**src/vna_pkg.sv**
```systemverilog
package vna_pkg;

  localparam int unsigned VERTEX_COUNT_DEF = 1024;

  // Field widths.
  localparam int unsigned KIND_W = 2;
  localparam int unsigned IDX_W  = 10;
  localparam int unsigned POS_W  = 24;
  localparam int unsigned SUM_W  = 24;
  localparam int unsigned NRM_W  = 16;

  // Datapath widths.
  localparam int unsigned EDGE_W  = POS_W + 1;
  localparam int unsigned CROSS_W = 51;
  localparam int unsigned MAG_W   = CROSS_W;
  localparam int unsigned OPND_W  = 31;
  localparam int unsigned PROD_W  = 2 * OPND_W;
  localparam int unsigned SQ_W    = 62;
  localparam int unsigned ROOT_W  = 31;
  localparam int unsigned REM_W   = 35;
  localparam int unsigned QUO_W   = 15;
  localparam int unsigned NUM_W   = 45;
  localparam int unsigned DREM_W  = 31;
  localparam int unsigned NORM_MAG_W = 30;
  localparam int unsigned STEP_W  = 5;

  // Last step of each multi-cycle phase.
  localparam logic [STEP_W-1:0] CORNER_LAST = 5'd2;
  localparam logic [STEP_W-1:0] CROSS_LAST  = 5'd6;
  localparam logic [STEP_W-1:0] NORM_LAST   = 5'd4;
  localparam logic [STEP_W-1:0] SQ_LAST     = 5'd3;
  localparam logic [STEP_W-1:0] SQRT_LAST   = 5'd30;
  localparam logic [STEP_W-1:0] DIV_LAST    = 5'd14;

  typedef enum logic [KIND_W-1:0] {
    KIND_VERTEX = 2'd0,
    KIND_FACE   = 2'd1,
    KIND_QUERY  = 2'd2
  } kind_e;

  // Select codes: the vertex read address and the load source.
  localparam logic [1:0] SEL_VERTEX = 2'd3;
  localparam logic [1:0] SRC_CROSS  = 2'd0;
  localparam logic [1:0] SRC_SUM    = 2'd1;

  typedef enum logic [3:0] {
    OP_NONE    = 4'd0,
    OP_CLEAR   = 4'd1,
    OP_CAPTURE = 4'd2,
    OP_VWRITE  = 4'd3,
    OP_RDPOS   = 4'd4,
    OP_EDGE    = 4'd5,
    OP_CROSS   = 4'd6,
    OP_LOADV   = 4'd7,
    OP_RDSUM   = 4'd8,
    OP_NORM    = 4'd9,
    OP_SQ      = 4'd10,
    OP_SQRT    = 4'd11,
    OP_DIVINIT = 4'd12,
    OP_DIV     = 4'd13,
    OP_WRSUM   = 4'd14,
    OP_OUT     = 4'd15
  } dp_op_e;

  typedef struct packed {
    dp_op_e            op;
    logic [1:0]        sel;
    logic [STEP_W-1:0] step;
    logic              degen;
  } dp_cmd_t;

  typedef struct packed {
    logic              clr_done;
    logic [KIND_W-1:0] kind;
    logic              idx_bad;
    logic              vec_zero;
  } dp_stat_t;

endpackage

```
**src/vna_ctrl.sv**
```systemverilog
module vna_ctrl (
  input  logic              clk_i,
  input  logic              rst_ni,
  input  logic              in_valid_i,
  output logic              in_ready_o,
  output logic              out_valid_o,
  input  logic              out_ready_i,
  input  vna_pkg::dp_stat_t stat_i,
  output vna_pkg::dp_cmd_t  cmd_o
);

  typedef enum logic [15:0] {
    S_CLEAR  = 16'h0001,
    S_IDLE   = 16'h0002,
    S_DECODE = 16'h0004,
    S_RDPOS  = 16'h0008,
    S_EDGE   = 16'h0010,
    S_CROSS  = 16'h0020,
    S_LOADV  = 16'h0040,
    S_QRD    = 16'h0080,
    S_NORM   = 16'h0100,
    S_SQ     = 16'h0200,
    S_SQRT   = 16'h0400,
    S_DIVI   = 16'h0800,
    S_DIV    = 16'h1000,
    S_SRD    = 16'h2000,
    S_SWR    = 16'h4000,
    S_OUT    = 16'h8000
  } state_e;

  state_e                          state_q, state_d;
  logic [vna_pkg::STEP_W-1:0]      step_q, step_d;
  logic                            degen_q, degen_d;
  logic                            out_valid_q, out_valid_d;
  logic                            out_set;
  logic                            is_face;

  assign is_face     = (stat_i.kind == vna_pkg::KIND_FACE);
  assign out_valid_o = out_valid_q;

  always_comb begin
    state_d    = state_q;
    step_d     = step_q;
    degen_d    = degen_q;
    out_set    = 1'b0;
    in_ready_o = 1'b0;
    cmd_o      = '{op: vna_pkg::OP_NONE, sel: 2'd0, step: step_q, degen: 1'b0};
    unique case (state_q)
      S_CLEAR: begin
        cmd_o.op = vna_pkg::OP_CLEAR;
        if (stat_i.clr_done) state_d = S_IDLE;
      end
      S_IDLE: begin
        in_ready_o = 1'b1;
        if (in_valid_i) begin
          cmd_o.op = vna_pkg::OP_CAPTURE;
          state_d  = S_DECODE;
        end
      end
      S_DECODE: begin
        step_d  = '0;
        state_d = S_IDLE;
        unique case (stat_i.kind)
          vna_pkg::KIND_VERTEX: begin
            if (!stat_i.idx_bad) cmd_o.op = vna_pkg::OP_VWRITE;
          end
          vna_pkg::KIND_FACE: begin
            if (!stat_i.idx_bad) state_d = S_RDPOS;
          end
          vna_pkg::KIND_QUERY: begin
            if (stat_i.idx_bad) begin
              degen_d = 1'b1;
              state_d = S_OUT;
            end else begin
              state_d = S_QRD;
            end
          end
          default: state_d = S_IDLE;
        endcase
      end
      S_RDPOS: begin
        cmd_o.op  = vna_pkg::OP_RDPOS;
        cmd_o.sel = step_q[1:0];
        if (step_q == vna_pkg::CORNER_LAST) begin
          state_d = S_EDGE;
        end else begin
          step_d = step_q + 1'b1;
        end
      end
      S_EDGE: begin
        cmd_o.op = vna_pkg::OP_EDGE;
        step_d   = '0;
        state_d  = S_CROSS;
      end
      S_CROSS: begin
        cmd_o.op = vna_pkg::OP_CROSS;
        if (step_q == vna_pkg::CROSS_LAST) begin
          state_d = S_LOADV;
        end else begin
          step_d = step_q + 1'b1;
        end
      end
      S_QRD: begin
        cmd_o.op  = vna_pkg::OP_RDSUM;
        cmd_o.sel = vna_pkg::SEL_VERTEX;
        state_d   = S_LOADV;
      end
      S_LOADV: begin
        cmd_o.op  = vna_pkg::OP_LOADV;
        cmd_o.sel = is_face ? vna_pkg::SRC_CROSS : vna_pkg::SRC_SUM;
        step_d    = '0;
        state_d   = S_NORM;
      end
      S_NORM: begin
        if (stat_i.vec_zero) begin
          // A zero vector: a face adds nothing, a query reports degenerate.
          if (is_face) begin
            state_d = S_IDLE;
          end else begin
            degen_d = 1'b1;
            state_d = S_OUT;
          end
        end else begin
          cmd_o.op = vna_pkg::OP_NORM;
          if (step_q == vna_pkg::NORM_LAST) begin
            step_d  = '0;
            state_d = S_SQ;
          end else begin
            step_d = step_q + 1'b1;
          end
        end
      end
      S_SQ: begin
        cmd_o.op = vna_pkg::OP_SQ;
        if (step_q == vna_pkg::SQ_LAST) begin
          step_d  = '0;
          state_d = S_SQRT;
        end else begin
          step_d = step_q + 1'b1;
        end
      end
      S_SQRT: begin
        cmd_o.op = vna_pkg::OP_SQRT;
        if (step_q == vna_pkg::SQRT_LAST) begin
          state_d = S_DIVI;
        end else begin
          step_d = step_q + 1'b1;
        end
      end
      S_DIVI: begin
        cmd_o.op = vna_pkg::OP_DIVINIT;
        step_d   = '0;
        state_d  = S_DIV;
      end
      S_DIV: begin
        cmd_o.op = vna_pkg::OP_DIV;
        if (step_q == vna_pkg::DIV_LAST) begin
          step_d  = '0;
          degen_d = 1'b0;
          state_d = is_face ? S_SRD : S_OUT;
        end else begin
          step_d = step_q + 1'b1;
        end
      end
      S_SRD: begin
        cmd_o.op  = vna_pkg::OP_RDSUM;
        cmd_o.sel = step_q[1:0];
        state_d   = S_SWR;
      end
      S_SWR: begin
        cmd_o.op  = vna_pkg::OP_WRSUM;
        cmd_o.sel = step_q[1:0];
        if (step_q == vna_pkg::CORNER_LAST) begin
          state_d = S_IDLE;
        end else begin
          step_d  = step_q + 1'b1;
          state_d = S_SRD;
        end
      end
      S_OUT: begin
        if (!out_valid_q || out_ready_i) begin
          cmd_o.op    = vna_pkg::OP_OUT;
          cmd_o.degen = degen_q;
          out_set     = 1'b1;
          degen_d     = 1'b0;
          state_d     = S_IDLE;
        end
      end
      default: state_d = S_IDLE;
    endcase
  end

  always_comb begin
    if (out_set) begin
      out_valid_d = 1'b1;
    end else if (out_ready_i) begin
      out_valid_d = 1'b0;
    end else begin
      out_valid_d = out_valid_q;
    end
  end

  always_ff @(posedge clk_i or negedge rst_ni) begin
    if (!rst_ni) begin
      state_q     <= S_CLEAR;
      step_q      <= '0;
      degen_q     <= 1'b0;
      out_valid_q <= 1'b0;
    end else begin
      state_q     <= state_d;
      step_q      <= step_d;
      degen_q     <= degen_d;
      out_valid_q <= out_valid_d;
    end
  end

`ifndef NO_ASSERTIONS
  a_accept_decodes: assert property (@(posedge clk_i) disable iff (!rst_ni)
    in_valid_i && in_ready_o |=> state_q == S_DECODE)
    else $error("accepted word not followed by decode");

  a_out_reg_free: assert property (@(posedge clk_i) disable iff (!rst_ni)
    cmd_o.op == vna_pkg::OP_OUT |-> (!out_valid_q || out_ready_i))
    else $error("result register overwritten while still held");

  a_out_from_out_state: assert property (@(posedge clk_i) disable iff (!rst_ni)
    $rose(out_valid_o) |-> $past(state_q == S_OUT))
    else $error("result raised outside the output state");

  a_no_result_in_clear: assert property (@(posedge clk_i) disable iff (!rst_ni)
    state_q == S_CLEAR |-> !out_valid_q)
    else $error("result pending during clearing pass");
`endif

endmodule

```
**config.mk**
```make
export PLATFORM = sky130hd
export DESIGN_NAME = vna_ctrl
export DESIGN_NICKNAME = d
export VERILOG_FILES = /design/src/vna_pkg.sv /design/src/vna_ctrl.sv
export SDC_FILE = /design/constraint.sdc
export NUM_CORES = 1
export LEC_CHECK = 0
export BUFFER_PORTS_ARGS = -buffer_cell sky130_fd_sc_hd__buf_2
export CORE_ASPECT_RATIO = 0.9
export CORE_MARGIN = 4
export CORE_UTILIZATION = 45
export DETAILED_ROUTE_END_ITERATION = 8
export GPL_ROUTABILITY_DRIVEN = 1
export MAX_ROUTING_LAYER = met4
export PLACE_DENSITY_LB_ADDON = 0.05
export SLEW_MARGIN = 15
export SYNTH_ARGS = -nofsm -noshare
export SYNTH_HDL_FRONTEND = slang
export SYNTH_SLANG_ARGS = --single-unit
```
**constraint.sdc**
```tcl
create_clock -name clk_i -period 3.1 [get_ports clk_i]
set_input_delay 0.62 -clock clk_i [delete_from_list [all_inputs] [get_ports clk_i]]
set_output_delay 0.62 -clock clk_i [all_outputs]
set_load 0.01 [all_outputs]
```
======== Word-level counts from Yosys, hierarchy flattened ========
Index checks and enable logic that the tools add are counted.
word-level totals
  word-level logic and storage cells ...... 106
  memories ................................ 0
  RAM bits ................................ 0
  memory bits (read-only) ................. 0
  input port bits ......................... 9
  flip-flop bits (word level) ............. 23
  output and inout port bits .............. 14
  bits in latches ......................... 0
cells by class
  multiply operators ...................... 0
  reduce and logical (&&, ||, !) cells .... 13
  equal/unequal tests ..................... 41
  shift operators ......................... 0
  divide/modulo/power cells ............... 0
  mux-type cells .......................... 47
  add/subtract/negate cells ............... 1
  bitwise operators ....................... 0
  order comparisons ....................... 0
operator list
  kind                                                               number
  16-bit case mux with 16 select lines                               1
  16-bit 2-to-1 mux                                                  13
  4-bit case mux with 15 select lines                                1
  5-bit 2-to-1 mux                                                   7
  5-bit case mux with 7 select lines                                 1
  16-bit case mux with 2 select lines                                1
  2-bit inequality test, second input constant                       15
  16-bit by 1-bit == test with 1-bit output, second input constant   1
  16-bit by 10-bit == test with 1-bit output, second input constant  1
  16-bit by 11-bit == test with 1-bit output, second input constant  1
  16-bit by 12-bit == test with 1-bit output, second input constant  1
  16-bit by 13-bit == test with 1-bit output, second input constant  1
  16-bit by 14-bit == test with 1-bit output, second input constant  1
  16-bit by 15-bit == test with 1-bit output, second input constant  1
  16-bit == test, second input constant                              1
  16-bit by 2-bit == test with 1-bit output, second input constant   1
  16-bit by 3-bit == test with 1-bit output, second input constant   1
  16-bit by 4-bit == test with 1-bit output, second input constant   1
  16-bit by 5-bit == test with 1-bit output, second input constant   1
  16-bit by 6-bit == test with 1-bit output, second input constant   1
  16-bit by 7-bit == test with 1-bit output, second input constant   1
  16-bit by 8-bit == test with 1-bit output, second input constant   1
  16-bit by 9-bit == test with 1-bit output, second input constant   1
  1-bit 2-to-1 mux                                                   14
  other kinds (26)                                                   33

======== Longest topological paths before layout ========
Gate-level depths: netlist of run 1.
  depth after elaboration ................. 5
  gate-level depth with buffers ........... 9
  mapped depth without buffers ............ 8

======== Worst setup path after synthesis of run 1 ========
OpenSTA, ideal clock, no wires.
  kind .................................... flip-flop to output port
  from .................................... register state_q[2]
  to ...................................... output port cmd_o[7] in the netlist's numbering
  data arrival time ....................... 2054 ps
  data required time ...................... 2480 ps
  path buffers ............................ 1
  path slack .............................. 426 ps
  cell stages (with the launch flop) ...... 7
  path through ............................ dfrtp_1 -> nor4_1 -> buf_2 -> nand3_1 -> nor4_1 -> nor2_1 -> o21ai_0
RTL lines
  element                 RTL line         RTL
  from (decl)             vna_ctrl.sv:31   state_e state_q, state_d;
  from (signal assigned)  vna_ctrl.sv:210  state_q <= state_d;
  to (decl)               vna_ctrl.sv:9    output vna_pkg::dp_cmd_t cmd_o

==> impl_results.md, run 1 <==
- Largest net degree at the start of global routing: 24
- Logic pwr share: 0.532
- Adder-Cell Fraction of Synth Area: 0.0366
- Clk root buf: clkbuf_8
- Sequential share of power: 0.321
- Max Fclk: 0.331 GHz
- Max FO, Critical Path: 8
- Final count of pins violating max slew: 0
- Final Skew: 0.00485 ns
- Port Buf Inserts: 22
- # fillers: 449
- Flop and latch count out of synthesis: 23
- Non-Filler Cell Area, Final: 0.00231 mm^2
- Total grt overflow: 0
- Vias per cell: 6.38
- Number of cell rows: 23
- XOR/XNOR Fraction of Synth Area: 0.0256
- Worst Setup Path Type: reg2out
- Sequential fraction of the synthesis area: 0.281
- Final setup fails: 0
- Initial detailed-routing violation count: 268
- Residual DRC: 0
- Top cell type's share of synthesized area: 0.269
- Overall routing resource usage: 0.233
- Worst Path Required: 2.48 ns
- Max cap viols: 0
- Die footprint: around 0.0057 mm^2
- Post-synth top area cell: dfrtp_1
- CORE AREA: 0.00443 mm^2
- CTS Sinks: 23
- Outcome: complete, no violations
- Top post-synthesis cells by area: dfrtp_1 27%, nand3_1 4.2%, nor4_4 4.2%
- Yosys cell types: 60
- P per Cell Area: between 500 and 600 mW/mm^2
- Most used DFF post-synth: dfrtp_1
- Final WS setup: 0.0769 ns
- Antenna violations before repair: 0
- Crit path launch type: register
- Most frequent cells in the layout: 22 x dfrtp_1, 22 x buf_2, 18 x nor2_1, 17 x nand3_1
- DR WL/cell: 19.0 um
- Via Count: 2061
- Switching Share: 0.441
- CTS buffer count: 3
- Total Wirelength: 6150 um
- Ratio of cells with drive above 1 in the final layout: 0.245
- Warnings from Yosys: 0
- Total Nets Final: 277
- Cells after Synth: 237
- Clk_lat worst skew: 0.27 ns
- Number of synthesized flops with an enable pin: 0
- Fin util: 0.520
- Max transition margin: 0.585
- Clock Power Share: 0.146
- Pre-CTS setup slack: 0.343 ns
- Mux cell area share after synthesis: 0.0153
- First-pass GRT wire length: 10200 um
- Max Buffers Root-to-Sink: 2
- Htree depth: 1
- Simple logic cell fraction of the synthesized area: 0.409
- # diodes: 0
- Syn nets: 252
- Mean Syn Cell Area: 8.65 um^2
- Largest family of logic cells by synthesized area: simple AND/OR/NAND/NOR gates
- Die height: 72.0 um
- Sw power: 0.000588 W
- Ports: 23
- Leakage: 1.05 nW
- Async S/R FF share, synth: 1.00
- Initial core utilization: 0.462
- DIE WIDTH: 79.1 um
- Vias in the first global route: 1985
- Crit share post-route: 0.975
- CTS tree: yes
- Hold/Removal Path Class: in2async
- CTS Hold Bufs: 0
- Instance area at placement: 0.00223 mm^2
- Int Power: 0.000745 W
- Final Hold Fails: 0
- Worst-margin pin slew: 0.606 ns
- GPL Wtd Cong: 1.01
- Post-DRT Antenna Nets: 0
- Clock transition at path regs: 0.09 ns
- WP data arrival: 2.40 ns
- Crit path time final: around 3.0 ns
- Worst setup EP type: output port
- Worst vdd ir: 420 uV
- Area Overhead vs Synth: 12.5%
- Cell Area, Synth: 0.00205 mm^2
- Compound-Gate Fraction of Synth Area: 0.171
- Pre-antenna DRT Iters: 5
- DPL Wire Length: 4720 um
cell type report:
class                   instances  area [um^2]  share of cell area
multi-input cells             189         1370               0.592
flip-flops and latches         23          577               0.250
repair buffers                 34          200              0.0868
well taps                      62         77.6              0.0336
clock buffers                   4         45.0              0.0195
inverters                      11         41.3              0.0179
what timing repair did:
item | 4_1_cts | 5_1_grt
setup buffers | 0 | 2
endpoints found under the setup margin | 0 | 3
gates resized for setup | 0 | 3
endpoints found under the hold margin | 0 | 0
power by group through the flow:
stage | Clock, W | Combinational (W) | Sequential, W
4_1_cts | 0.000204 | 0.000678 | 0.000427
5_1_grt | 0.000215 | 0.000791 | 0.000444
3_5_place_dp | 0 | 0.000675 | 0.000433
2_1_floorplan | 0 | 0.000477 | 0.000423
3_3_place_gp | 0 | 0.000682 | 0.000432
6_report | 0.000195 | 0.000710 | 0.000429
cells by family (layout without fill, tap and decap cells):
family,count (synthesis),after routing
buffers and inverters,25,49
multiplexers,3,3
AO/OA/AOI/OAI,45,45
adder cells (fa/ha/maj),6,6
flip-flops,23,23
XOR/XNOR,6,6
AND/OR/NAND/NOR,129,129
path summary, 6_finish.rpt:
| kind | start | endpoint | slack, ns | cells past startpoint |
|---|---|---|---|---|
| setup reg to reg | state_q[13] | step_q[2] | 0.44 | 8 |
| max in group asynchronous | rst_ni | state_q[0] | 2.40 | 1 |
| hold reg to reg | degen_q | degen_q | 0.52 | 2 |
| setup / recovery | state_q[13] | cmd_o[10] | 0.08 | 7 |
| hold / removal | rst_ni | step_q[4] | 0.33 | 1 |
| min in group clk_i | stat_i[4] | state_q[0] | 0.47 | 2 |
Yosys cell counts, drive strengths merged (8+ instances only):
| cell type | count |
|---|---|
| nand2 | 12 |
| o21ai | 8 |
| nor4 | 10 |
| inv | 11 |
| and3 | 8 |
| nor3 | 12 |
| nand4 | 11 |
| nor2 | 19 |
| dfrtp | 22 |
| nand3 | 17 |
| buf | 10 |
sequential cells by signal, indices dropped and copies added (netlist names):
name,flops
state_q,16
step_q,5
out_valid_o,1
degen_q,1
critical path: stages, from the launching register on:
cell and delay, ns:
dfrtp_1 0.50, or4_4 0.66, nor4_4 0.33, buf_4 0.19
and2_1 0.21, nor2_1 0.07, nand2_1 0.07, buf_2 0.12
metrics by stage:
stage / hold WS (ns) / std cells / setup TNS [ns] / power [W]
2_1_floorplan: 0.324 / 237 / 0 / 0.000900
3_3_place_gp: 0.507 / 317 / 0 / 0.00111
3_5_place_dp: 0.510 / 317 / 0 / 0.00111
4_1_cts: 0.346 / 321 / 0 / 0.00131
5_1_grt: 0.368 / 323 / -0.0142 / 0.00145
6_report: 0.327 / 323 / 0 / 0.00133
metal layers:
metal  global-route usage  wire length [um]  vias to the layer above
met2                0.333              2630                       89
li1                     -                 -                      968
met4               0.0763               198                        0
met1                0.321              2830                      975
met3               0.0608               488                       29
met5                    -                 0                        -
No activity file was read; power rests on OpenSTA's default activity.
==> run 2, diff against run 1 <==
Settings changed: PLACE_DENSITY set to 0.6, PLACE_DENSITY_LB_ADDON 0.05 to unset, RECOVER_POWER set to 100.
==> impl_results.md, run 2 (same netlist as run 1, synthesis figures left out) <==
- Most common cell after layout, fill and taps aside: dfrtp_1
- Port Buf Inserts: 22
- Max FFs per register: 16
- Final Skew: about 0.010 ns
- Crit share post-route: 0.969
- Htree depth: 1
- Initial core utilization: 0.462
- WP data arrival: 2.38 ns
- Die footprint: 0.00570 mm^2
- Max FO, Critical Path: 12
- Worst hold slack: roughly 0.5 ns
- DR WL/cell: between 15 and 20 um
- # fillers: 446
- Number of cell rows: 23
- P per Cell Area: 581 mW/mm^2
- Largest net degree at the start of global routing: 24
- Max cap viols: 0
- Total Wirelength: 5850 um
- Hold/Removal Path Class: in2reg
- GPL Wtd Cong: 0.941
- Vias per cell: 6.27
- Fin util: 0.514
- CORE AREA: 0.00443 mm^2
- Max transition margin: 0.166
- Crit path time final: 3.00 ns
- Final Hold Fails: 0
- Clk root buf: clkbuf_8
- Worst Setup Path Type: reg2out
- Via Count: 2019
- Antenna violations before repair: 0
- Worst vdd ir: 382 uV
- Total grt overflow: 0
- Ratio of cells with drive above 1 in the final layout: 0.212
- Clk_lat worst skew: approximately 0.27 ns
- First-pass GRT wire length: 9760 um
- Setup TNS Final: 0 ns
- Leakage: 1.02 nW
- Clock transition at path regs: 0.08 ns
- Most frequent cells in the layout: 20 x dfrtp_1, 17 x nand3_1, 17 x nor2_1, 12 x nor3_1, 12 x buf_2
- Worst Path Required: about 2.5 ns
- Area Overhead vs Synth: 11.2%
- Unrepaired setup endpoints after global routing: no
- Top Registers: state_q (16), step_q (5)
- CTS buffer count: 3
- Crit path launch type: register
- DPL Wire Length: around 4600 um
- Die height: approximately 72 um
- CTS Sinks: 23
- Finished Layout Cells: 322
- Final count of pins violating max slew: 0
- # diodes: 0
- FF-to-FF Start: state_q[0]
- Initial detailed-routing violation count: 225
- DIE WIDTH: 79.1 um
- CTS Hold Bufs: 0
- Pre-antenna DRT Iters: 5
- Residual DRC: 0
- Design Power: 0.00132 W
- Final setup fails: 0
- CTS tree: yes
- Worst-margin pin slew: 1.25 ns
- Outcome: complete, no violations
- CP Launch Point: state_q[2]
- Largest Register: state_q
- Dpl cells: 316
- Post-DRT Antenna Nets: 0
- Total Nets Final: 276
- Worst setup EP type: output port
- Max Buffers Root-to-Sink: 2
- Ports: 23
- Vias in the first global route: 1881
- Overall routing resource usage: 0.223
- Hold Startpoint: stat_i[4]
- Max Fclk: roughly 0.33 GHz
-- run 2: changes by cell type in the layout (fill, tap and decap cells not counted), sizes merged --
cell,delta
clkbuf,+11
buf,-12
-- run 2: final cells by class --
| type | instances | area [um^2] | share of cell area |
|---|---|---|---|
| sequential | 23 | 579 | 0.254 |
| inverter | 11 | 41.3 | 0.0181 |
| multi-input combinational | 189 | 1350 | 0.593 |
| clock buffer | 4 | 45.0 | 0.0198 |
| timing repair buffer | 33 | 184 | 0.0807 |
| tap | 62 | 77.6 | 0.0340 |
-- run 2: stage by stage --
step	setup WS [ns]	instance area, um^2
after floorplan	0.426	2050
after CTS	0.0672	2270
after global routing	0.00307	2280
final	0.0964	2280
after global placement	0.413	2220
after detailed placement	0.381	2220
-- run 2: timing repair --
action                                  4_1_cts  5_1_grt
gates resized for setup                       0        4
endpoints found under the setup margin        0        2
buffers inserted                              0        2
-- run 2: worst paths after layout --
path,to,slack (ns),cells after the start
worst max-delay path,cmd_o[11],0.1,7
worst min-delay path,state_q[0],0.50,2
worst max register to register,state_q[6],0.41,7
worst min register to register,degen_q,0.53,2
max in group asynchronous,state_q[15],1.69,1
min in group asynchronous,state_q[8],0.59,1
-- run 2: worst max-delay path, stage by stage, from the launching register on --
cell      delay, ns
dfrtp_1        0.48
nor4_1         0.52
buf_4          0.28
nand3_1        0.13
nor2_1         0.26
a31oi_1        0.16
nand4_1        0.15
clkbuf_2       0.14
-- run 2: metal layers --
| layer | share of wire | GRT usage | vias up | routed length (um) |
|---|---|---|---|---|
| met5 | 0 | - | - | 0 |
| met4 | 0.016 | 0.0592 | 0 | 91 |
| met3 | 0.065 | 0.0298 | 11 | 383 |
| met2 | 0.44 | 0.330 | 100 | 2550 |
| met1 | 0.48 | 0.322 | 945 | 2820 |
| li1 | - | - | 963 | - |
-- run 2: where the power goes --
part,internal (W),switching (W),total (W)
logic,0.000294,0.000411,0.000705
clock network,0.0000921,0.000103,0.000195
registers,0.000349,0.0000753,0.000424
